==> src/design/lkcr_pkg.sv <==
// ============================================================================
// lkcr_pkg
// Shared types, constants and arithmetic helpers for the Lehmer-keyed
// character rotation cipher.
// ============================================================================
package lkcr_pkg;

    // Generator and symbol constants.
    localparam int unsigned GEN_W      = 17;
    localparam int unsigned CHAR_W     = 7;
    localparam int unsigned CFG_IDX_W  = 2;
    localparam int unsigned LEHMER_MUL = 75;
    localparam int unsigned LEHMER_MOD = 65537;
    localparam int unsigned LOW16_MASK = 65535;
    localparam int unsigned PRINT_BASE = 32;
    localparam int unsigned PRINT_SPAN = 96;
    localparam int unsigned PROD_W     = GEN_W + 7;

    // Configuration register indexes.
    localparam logic [CFG_IDX_W-1:0] CFG_START_SEED   = 2'd0;
    localparam logic [CFG_IDX_W-1:0] CFG_DECRYPT_MODE = 2'd1;

    // One configuration write as seen by the front and back parts.
    typedef struct packed {
        logic                 we;
        logic [CFG_IDX_W-1:0] index;
        logic [GEN_W-1:0]     data;
    } t_cfg_write;

    // One classified character waiting in the queue.
    typedef struct packed {
        logic [CHAR_W-1:0] char_in;
        logic [GEN_W-1:0]  key;
        logic              pass;
    } t_entry;

    // Queue occupancy status.
    typedef struct packed {
        logic full;
        logic empty;
    } t_q_status;

    // Advance the generator: state times 75, folded modulo 65537 using
    // the identity that 2^16 is congruent to minus one.
    function automatic logic [GEN_W-1:0] advance_gen(input logic [GEN_W-1:0] s);
        logic [PROD_W-1:0] prod;
        logic [GEN_W-1:0]  lo;
        logic [GEN_W-1:0]  hi;
        logic [GEN_W-1:0]  res;
        prod = PROD_W'(s) * PROD_W'(LEHMER_MUL);
        lo   = GEN_W'(prod & PROD_W'(LOW16_MASK));
        hi   = GEN_W'(prod >> 16);
        if (lo >= hi) begin
            res = lo - hi;
        end else begin
            res = lo + GEN_W'(LEHMER_MOD) - hi;
        end
        return res;
    endfunction

    // Key modulo 96: the low five bits stand, and the remaining bits are
    // reduced modulo three by summing base-four digits.
    function automatic logic [CHAR_W-1:0] key_mod96(input logic [GEN_W-1:0] key);
        logic [4:0] acc;
        logic [1:0] rem;
        acc = '0;
        for (int i = 0; i < 6; i++) begin
            acc = acc + 5'(key[5 + 2*i +: 2]);
        end
        if (acc >= 5'd12) acc = acc - 5'd12;
        if (acc >= 5'd6)  acc = acc - 5'd6;
        if (acc >= 5'd3)  acc = acc - 5'd3;
        rem = acc[1:0];
        return {rem, key[4:0]};
    endfunction

endpackage

==> src/design/lkcr_front.sv <==
// ============================================================================
// lkcr_front
// Accepts characters, advances the Lehmer generator for each one and pushes
// the character, its key and a pass-through flag into the queue.
// ============================================================================
module lkcr_front (
    input  logic                      i_clk,
    input  logic                      i_rst_n,
    input  logic                      i_valid,
    input  logic [lkcr_pkg::CHAR_W-1:0] i_char_in,
    output logic                      o_ready,
    input  lkcr_pkg::t_cfg_write      i_cfg,
    input  lkcr_pkg::t_q_status       i_q_status,
    output logic                      o_push,
    output lkcr_pkg::t_entry          o_entry
);

    logic [lkcr_pkg::GEN_W-1:0] r_gen;
    logic [lkcr_pkg::GEN_W-1:0] n_gen;

    // A request is taken whenever the queue has room.
    assign o_ready = !i_q_status.full;
    assign o_push  = i_valid && o_ready;

    // Next generator value and the classified entry.
    assign n_gen = lkcr_pkg::advance_gen(r_gen);

    always_comb begin
        o_entry.char_in = i_char_in;
        o_entry.key     = n_gen;
        o_entry.pass    = (i_char_in < lkcr_pkg::CHAR_W'(lkcr_pkg::PRINT_BASE));
    end

    // Generator state: loaded by a seed write, else advanced on every taken request.
    always_ff @(posedge i_clk) begin
        if (!i_rst_n) begin
            r_gen <= lkcr_pkg::GEN_W'(1);
        end else if (i_cfg.we && i_cfg.index == lkcr_pkg::CFG_START_SEED) begin
            r_gen <= i_cfg.data;
        end else if (o_push) begin
            r_gen <= n_gen;
        end
    end

endmodule

==> src/design/lkcr_queue.sv <==
// ============================================================================
// lkcr_queue
// Two-entry queue that decouples the front part from the back part.
// ============================================================================
module lkcr_queue (
    input  logic                i_clk,
    input  logic                i_rst_n,
    input  logic                i_push,
    input  lkcr_pkg::t_entry    i_entry,
    input  logic                i_pop,
    output lkcr_pkg::t_entry    o_head,
    output lkcr_pkg::t_q_status o_status
);

    lkcr_pkg::t_entry r_slot [2];
    logic             r_wr_ptr;
    logic             r_rd_ptr;
    logic [1:0]       r_count;

    assign o_head          = r_slot[r_rd_ptr];
    assign o_status.full   = (r_count == 2'd2);
    assign o_status.empty  = (r_count == 2'd0);

    // Slot storage needs no reset.
    always_ff @(posedge i_clk) begin
        if (i_push) begin
            r_slot[r_wr_ptr] <= i_entry;
        end
    end

    // Pointers and occupancy.
    always_ff @(posedge i_clk) begin
        if (!i_rst_n) begin
            r_wr_ptr <= 1'b0;
            r_rd_ptr <= 1'b0;
            r_count  <= 2'd0;
        end else begin
            if (i_push) r_wr_ptr <= !r_wr_ptr;
            if (i_pop)  r_rd_ptr <= !r_rd_ptr;
            if (i_push && !i_pop) begin
                r_count <= r_count + 2'd1;
            end else if (i_pop && !i_push) begin
                r_count <= r_count - 2'd1;
            end
        end
    end

endmodule

==> src/design/lkcr_back.sv <==
// ============================================================================
// lkcr_back
// Takes entries from the queue, rotates printable characters by the key
// modulo 96 and holds the result in the output register.
// ============================================================================
module lkcr_back (
    input  logic                        i_clk,
    input  logic                        i_rst_n,
    input  lkcr_pkg::t_cfg_write        i_cfg,
    input  lkcr_pkg::t_entry            i_head,
    input  lkcr_pkg::t_q_status         i_q_status,
    output logic                        o_pop,
    output logic                        o_valid,
    input  logic                        i_ready,
    output logic [lkcr_pkg::CHAR_W-1:0] o_char_out
);

    logic                        r_decrypt;
    logic                        r_valid;
    logic [lkcr_pkg::CHAR_W-1:0] r_char_out;
    logic [lkcr_pkg::CHAR_W-1:0] n_char_out;
    logic [lkcr_pkg::CHAR_W-1:0] key_mod;
    logic [lkcr_pkg::CHAR_W-1:0] offset;
    logic [7:0]                  sum;

    assign o_valid    = r_valid;
    assign o_char_out = r_char_out;

    // Take the next entry when the output register is free or being drained.
    assign o_pop = !i_q_status.empty && (!r_valid || i_ready);

    // Rotation within the printable range.
    always_comb begin
        key_mod = lkcr_pkg::key_mod96(i_head.key);
        offset  = i_head.char_in - lkcr_pkg::CHAR_W'(lkcr_pkg::PRINT_BASE);
        if (r_decrypt) begin
            sum = 8'(offset) + 8'(lkcr_pkg::PRINT_SPAN) - 8'(key_mod);
        end else begin
            sum = 8'(offset) + 8'(key_mod);
        end
        if (sum >= 8'(lkcr_pkg::PRINT_SPAN)) begin
            sum = sum - 8'(lkcr_pkg::PRINT_SPAN);
        end
        if (i_head.pass) begin
            n_char_out = i_head.char_in;
        end else begin
            n_char_out = 7'(sum) + lkcr_pkg::CHAR_W'(lkcr_pkg::PRINT_BASE);
        end
    end

    // Direction register.
    always_ff @(posedge i_clk) begin
        if (!i_rst_n) begin
            r_decrypt <= 1'b0;
        end else if (i_cfg.we && i_cfg.index == lkcr_pkg::CFG_DECRYPT_MODE) begin
            r_decrypt <= i_cfg.data[0];
        end
    end

    // Output valid flag.
    always_ff @(posedge i_clk) begin
        if (!i_rst_n) begin
            r_valid <= 1'b0;
        end else if (o_pop) begin
            r_valid <= 1'b1;
        end else if (i_ready) begin
            r_valid <= 1'b0;
        end
    end

    // Output payload.
    always_ff @(posedge i_clk) begin
        if (o_pop) begin
            r_char_out <= n_char_out;
        end
    end

endmodule

==> src/design/lehmer_keyed_char_rotation_cipher_unit.sv <==
// ============================================================================
// lehmer_keyed_char_rotation_cipher_unit
// Stream cipher that rotates printable characters by a Lehmer key.
// ============================================================================
// Usage:
// Characters arrive on the i_valid / o_ready request channel and results
// leave on the o_valid / i_ready channel, one result per request.
// Each request advances a Lehmer generator (times 75 modulo 65537);
// characters below 32 pass unchanged, others rotate within 32..127 by the
// new state modulo 96, forward to encrypt and backward to decrypt.
// A taken request is written into a queue slot and then into the output
// register, which drives o_valid. Throughput is one request per cycle while
// i_ready stays high, with the front part updating the generator per request.
// A two-entry queue sits between the front and the output register, so
// the block keeps taking requests until the queue fills while the receiver
// stalls; o_ready drops only when both queue slots are occupied.
// Configuration: i_cfg_we writes register i_cfg_index (0 start seed, which
// also loads the generator, 1 decrypt mode); other indexes are ignored.
// Reset sets the generator to 1, selects encrypt and empties the queue
// and the output register.
// ============================================================================
module lehmer_keyed_char_rotation_cipher_unit (
    input  logic                           i_clk,
    input  logic                           i_rst_n,
    input  logic                           i_valid,
    output logic                           o_ready,
    input  logic [lkcr_pkg::CHAR_W-1:0]    i_char_in,
    output logic                           o_valid,
    input  logic                           i_ready,
    output logic [lkcr_pkg::CHAR_W-1:0]    o_char_out,
    input  logic                           i_cfg_we,
    input  logic [lkcr_pkg::CFG_IDX_W-1:0] i_cfg_index,
    input  logic [lkcr_pkg::GEN_W-1:0]     i_cfg_data
);

    lkcr_pkg::t_cfg_write cfg;
    lkcr_pkg::t_entry     push_entry;
    lkcr_pkg::t_entry     head_entry;
    lkcr_pkg::t_q_status  q_status;
    logic                 push;
    logic                 pop;

    always_comb begin
        cfg.we    = i_cfg_we;
        cfg.index = i_cfg_index;
        cfg.data  = i_cfg_data;
    end

    // Front part: accept and key each character.
    lkcr_front u_front (
        .i_clk      (i_clk),
        .i_rst_n    (i_rst_n),
        .i_valid    (i_valid),
        .i_char_in  (i_char_in),
        .o_ready    (o_ready),
        .i_cfg      (cfg),
        .i_q_status (q_status),
        .o_push     (push),
        .o_entry    (push_entry)
    );

    // Queue between the two parts.
    lkcr_queue u_queue (
        .i_clk    (i_clk),
        .i_rst_n  (i_rst_n),
        .i_push   (push),
        .i_entry  (push_entry),
        .i_pop    (pop),
        .o_head   (head_entry),
        .o_status (q_status)
    );

    // Back part: rotate and deliver.
    lkcr_back u_back (
        .i_clk      (i_clk),
        .i_rst_n    (i_rst_n),
        .i_cfg      (cfg),
        .i_head     (head_entry),
        .i_q_status (q_status),
        .o_pop      (pop),
        .o_valid    (o_valid),
        .i_ready    (i_ready),
        .o_char_out (o_char_out)
    );

    // A request that was taken leaves the queue non-empty.
    a_push_fills: assert property (@(posedge i_clk) disable iff (!i_rst_n)
        (i_valid && o_ready) |=> !q_status.empty)
        else $error("queue empty right after an accepted request");

    // The front stops taking requests whenever the queue is full.
    a_full_blocks: assert property (@(posedge i_clk) disable iff (!i_rst_n)
        q_status.full |-> !o_ready)
        else $error("request taken while queue full");

    // Reset leaves no result and no queued entry.
    a_reset_clears: assert property (@(posedge i_clk)
        !i_rst_n |=> (!o_valid && q_status.empty))
        else $error("state not cleared by reset");

endmodule

==> config.mk <==
export PLATFORM = sky130hd
export DESIGN_NAME = lehmer_keyed_char_rotation_cipher_unit
export DESIGN_NICKNAME = d
export VERILOG_FILES = /design/src/design/lkcr_pkg.sv /design/src/design/lkcr_front.sv /design/src/design/lkcr_queue.sv /design/src/design/lkcr_back.sv /design/src/design/lehmer_keyed_char_rotation_cipher_unit.sv
export SDC_FILE = /design/constraint.sdc
export NUM_CORES = 1
export LEC_CHECK = 0
export CORE_UTILIZATION = 60
export CTS_CLUSTER_SIZE = 25
export DETAILED_ROUTE_END_ITERATION = 12
export DONT_BUFFER_PORTS = 1
export PLACE_DENSITY = 0.73
export SYNTH_ARGS = -nofsm -noshare
export SYNTH_HDL_FRONTEND = slang
export SYNTH_SLANG_ARGS = --single-unit
==> constraint.sdc <==
create_clock -name i_clk -period 10.9 [get_ports i_clk]
set_clock_uncertainty 0.15 [all_clocks]
set_input_delay 2.18 -clock i_clk [delete_from_list [all_inputs] [get_ports i_clk]]
set_output_delay 2.18 -clock i_clk [all_outputs]
set_load 0.1 [all_outputs]
---- After elaboration in Yosys (flattened, before gate mapping) ----
Memories as Yosys holds them, arrays and structs flattened. A register that Yosys moved wholly into a read port is not among the register bits.
Cells that the tools add are included.
Widths: inputs -> output; s select.
word-level totals
  bits in registers ....................... 30
  memory bits (writable) .................. 50
  bits of input ports ..................... 31
  word-level logic and storage cells ...... 72
  memories ................................ 1
operators by class
  $add $sub $neg .......................... 19
  $mul .................................... 1
  magnitude comparators ................... 6
  equality and inequality tests ........... 2
  multiplexer cells ....................... 17
  reductions and logical operators ........ 19
memory list
  name            words  bits a word  rd ports  clocked after memory_dff  write ports  line              source
  u_queue.r_slot  2      25           1         1                         1            lkcr_queue.sv:15  lkcr_pkg::t_entry r_slot [2];
operators by type and width
  cell                    number
  $mux 17                 3
  $mul 17x7->24 const B   1
  $add 5x2->5             4
  $add 16x17->17 const B  1
  $sub 16x8->17           1
  $sub 17x8->17           1
  $ge 16x8->1             1
  $mux 7                  2
  $mux 5                  2
  $add 7x7->8             1
  $add 7x7->8 const B     1
  $ge 8x7->1 const B      1
  $mux 8                  1
  $sub 8x7->8             1
  $add 7x6->7 const B     1
  $logic_not 1->1         7
  $lt 7x6->1 const B      1
  $sub 7x6->7 const B     1
  $sub 7x7->7 const B     1
  $logic_and 1x1->1       6
  $mux 1                  6
  $mux 2                  3
  $reduce_bool 2->1       3
  $ge 5x2->1 const B      1
  12 further kinds        13

---- Longest topological paths before layout ----
  depth after elaboration ................. 17
  mapped depth ............................ 38
  gate-level depth less buffers ........... 35

---- Modules after synthesis ----
Synthesis repeated with hierarchy kept, for this count alone.
second synthesis, totals
  cell total of the unflattened synthesis .. 963
  area total of the unflattened synthesis .. 8931.1 um^2
modules (own cells, without submodules)
  module      times used  cells an instance  area each (um^2)  sequential area each (um^2)
  lkcr_front  1           621                4959.8            340.3
  lkcr_queue  1           100                2021.9            1601.5
  lkcr_back   1           242                1949.4            250.2

---- Worst setup path after synthesis ----
Ideal clock, no wire load.
  path type ............................... register -> register
  start ................................... register with a tool-made name
  end ..................................... register u_back.r_char_out (netlist bit u_back.o_char_out[6]), data pin
  arrival time ............................ 8.650 ns
  setup slack ............................. 1.845 ns
  stages on the path, launching flop included .. 39
  path buffers ............................ 3
  period minus slack after synthesis ...... 9.055 ns
  cells stage by stage .................... dfxtp_1 -> clkbuf_1 -> buf_1 -> mux2_2 -> ha_1 -> fa_1 -> fa_1 -> inv_1 -> fa_1 -> inv_1 -> ha_1 -> nand2b_1 -> a21boi_1 -> or3_1 -> and2_1 -> ha_1 -> clkbuf_1 -> nand2_1 -> [3 not listed] -> ha_1 -> a211oi_1 -> o21ai_0 -> xor2_1 -> ha_1 -> a41oi_1 -> o21ai_1 -> mux2_1 -> ha_1 -> inv_1 -> ha_1 -> inv_1 -> o21bai_1 -> a21oi_1 -> xor2_1 -> o221ai_1 -> or4b_1 -> a31o_1
RTL lines
  item                  line             source
  to (signal assigned)  lkcr_back.sv:74  r_char_out <= n_char_out;
  to (decl)             lkcr_back.sv:20  logic [lkcr_pkg::CHAR_W-1:0] r_char_out;

==> flow_summary.toml <==
[detailed_routing]
ant_nets = 0
wirelength_mm = 19.7
via_count = 6599
dr.pass1.iters = 5
first_iter_violations = 410
wire_per_inst_um = 17.7
drc_errors = 0
vias_per_cell = 5.93

[yosys]
synth_top_area_share_pct = 19.6
syn_area_mm2 = 0.00875
synth_top_family_by_area = "adder cells"
synth_compound_area_share_pct = 16.7
syn_avg_cell_area_um2 = 9.37
synth_edf_count = 57
synth_simple_gate_area_share_pct = 13.9
synthCells = 934
synth_top_area_cell = "edfxtp_1"
synth_cell_types = 92
synth_fa_ha_area_share_pct = 27.4
synthMuxAreaShare_pct = 4.32
synth_xor_area_share_pct = 4.86
synthArstFlopShare_pct = 0
ys_warn_count = 0
synth_area_leaders = "edfxtp_1 20%, ha_1 18%, fa_1 9.4%, inv_1 6.2%, dfxtp_1 5.5%"
yosysSeqAreaShare_pct = 25.0
synth_nets = 1132
ys_ff_latch = 81
synth_ff_type = "edfxtp_1"

[clock_tree]
cts_resized = 0
cts_tree = "yes"
cts_made_buffers = 9
clockBufferDepth = 2
cts_hold_buffers = 0
clock_latency_ps = 340
cts_root_buffer = "clkbuf_16"
clkTransAtPathRegs_ps = 70
cts_setup_buffers = 0
h-tree-depth = 3
cts_sinks = 81

[timing]
layout_setup_ws_ps = 1170
finalMaxSlewViolations = 0
clock.fmax_ghz = 0.103
min_period_over_period_pct = 89.3
worst_pin_slew_ps = 1160
finalHoldViolCount = 0
fin_setup_tns_ps = 0
min_period_ps = 9730
rsz0062_at_grt = "false"
relSlewSlack_pct = 20.6
setup_violations = 0

[outcome]
status = "finished clean"

[grt]
grt_overflow = 0
grt_max_degree = 26
antenna_found_initial = 0
grt_pass1_vias = 6343
grt_use_total_pct = 27.6
grt_pass1_wl_mm = 31.5

[placed_design]
pre_cts_ws_ps = 1240
gp_congestion = 0.931
placedCellCount = 1097
portBuffers = 0
dpl.hpwl_mm = 16.2

[final_layout]
layout-drive-gt1-share_pct = 7.40
fin_util_pct = 65.4
stdcell_count = 1113
synthToLayoutAreaGrowth_pct = 4.86
mostFrequentLayoutCell = "inv_1"
diodes = 0
final_cell_mix = "145 x inv_1, 126 x ha_1, 60 x nor2_1, 57 x edfxtp_1, 49 x a21oi_1"
finalNetCount = 1126

[worst_setup_path]
critPathMaxStageDelay_ps = 840
reg2reg_depth = 35
slowest_stage = "dfxtp_1"
startpoint_type = "flip-flop"
end_kind = "flip-flop"
cp_max_fo = 16
reg2reg_setup_slack_ps = 1170
criticalPathCategory = "reg2reg"
crit_top_cell = "ha_1"
regToRegEndpoint = "u_back.o_char_out[6]$_DFFE_PP_"
endpoint = "u_back.o_char_out[6]$_DFFE_PP_"
arrival_ps = 9670
cp.required_ps = 10840

[floorplan]
die-area_mm2 = 0.0151
die_w_um = 123
die_h_um = 123
start_util_pct = 62.3
rows = 43
fp.coreArea_mm2 = 0.0140
ioPinCount = 40

[worst_hold_path]
hold_path.class = "reg2reg"

[run]
maxCapViolCount = 0
final cells by class:
cell class,count,area (µm²)
Multi-Input combinational cell,688,5890
Fill cell,1166,4860
Sequential cell,81,2190
Inverter,146,556
Clock buffer,10,250
Tap cell,180,225
Clock inverter,6,52.6
Timing Repair Buffer,2,15.0
metrics by stage:
stage | instance area (µm²) | hold WS (ps)
floorplan | 8750 | 331
global placement | 8880 | 366
detailed placement | 8880 | 370
CTS | 9180 | 379
global route | 9180 | 434
finish | 9180 | 381
registers in the layout, indices dropped and copies added (netlist names), named ones only:
register	cells
u_back.o_char_out	7
u_back.o_valid	1
u_back.r_decrypt	1
u_front.r_gen	17
u_queue.r_count	2
u_queue.r_rd_ptr	1
u_queue.r_slot	50
u_queue.r_wr_ptr	1
worst max-delay path, delay by kind of cell, from the launching register on:
family | cells | cell delay (ps)
adder cells (fa/ha/maj) | 10 | 3440
AND/OR/NAND/NOR | 5 | 1010
multiplexers | 3 | 1080
XOR/XNOR | 2 | 470
AO/OA/AOI/OAI | 11 | 2110
buffers and inverters | 4 | 340
flip-flops | 1 | 840
cells in the mapped netlist, types with 8 or more instances:
| cell type | count |
|---|---|
| nand3_1 | 19 |
| a211oi_1 | 8 |
| and3_1 | 10 |
| nand4_1 | 9 |
| nor2_1 | 61 |
| nor3_1 | 20 |
| xnor2_1 | 28 |
| o21a_1 | 10 |
| mux2_2 | 12 |
| ha_1 | 126 |
| a21oi_1 | 49 |
| clkbuf_1 | 10 |
| o21ai_0 | 41 |
| edfxtp_1 | 57 |
| a21o_1 | 15 |
| fa_1 | 41 |
| o31ai_1 | 9 |
| inv_1 | 145 |
| nand2b_1 | 11 |
| nor2b_1 | 11 |
| o211ai_1 | 13 |
| dfxtp_1 | 24 |
| mux2i_1 | 22 |
| nand2_1 | 32 |
| xor2_1 | 18 |
cells by family after synthesis:
kind of cell             Yosys count
AND/OR/NAND/NOR                  226
AO/OA/AOI/OAI                    212
adder cells (fa/ha/maj)          167
buffers and inverters            165
flip-flops                        81
XOR/XNOR                          47
multiplexers                      36
worst min path at each step:
| stage | endpoint | slack (ps) | depth (start not counted) | startpoint |
|---|---|---|---|---|
| 6_report | u_queue.r_count[1]$_SDFFE_PN0P_ | 380 | 2 | u_queue.r_count[1]$_SDFFE_PN0P_ |
| 5_1_grt | u_queue.r_rd_ptr$_SDFFE_PN0P_ | 430 | 2 | u_queue.r_rd_ptr$_SDFFE_PN0P_ |
| 4_1_cts | u_queue.r_count[1]$_SDFFE_PN0P_ | 380 | 2 | u_queue.r_count[1]$_SDFFE_PN0P_ |
| 3_5_place_dp | u_queue.r_count[1]$_SDFFE_PN0P_ | 370 | 2 | u_queue.r_count[1]$_SDFFE_PN0P_ |
| 3_3_place_gp | u_queue.r_count[1]$_SDFFE_PN0P_ | 370 | 2 | u_queue.r_count[1]$_SDFFE_PN0P_ |
| 2_1_floorplan | flip-flop | 330 | 2 | u_queue.r_rd_ptr$_SDFFE_PN0P_ |
routing by layer:
| layer | part of all wire, % | global-route usage [%] |
|---|---|---|
| met1 | 45 | 34.2 |
| met2 | 50 | 49.3 |
| met3 | 3.1 | 3.67 |
| met4 | 2.0 | 8.99 |
| met5 | 0 | 0 |
Power is left out: the tool's default activity adds up to more than one toggle a clock period on the data nets, which glitch-free logic cannot reach.
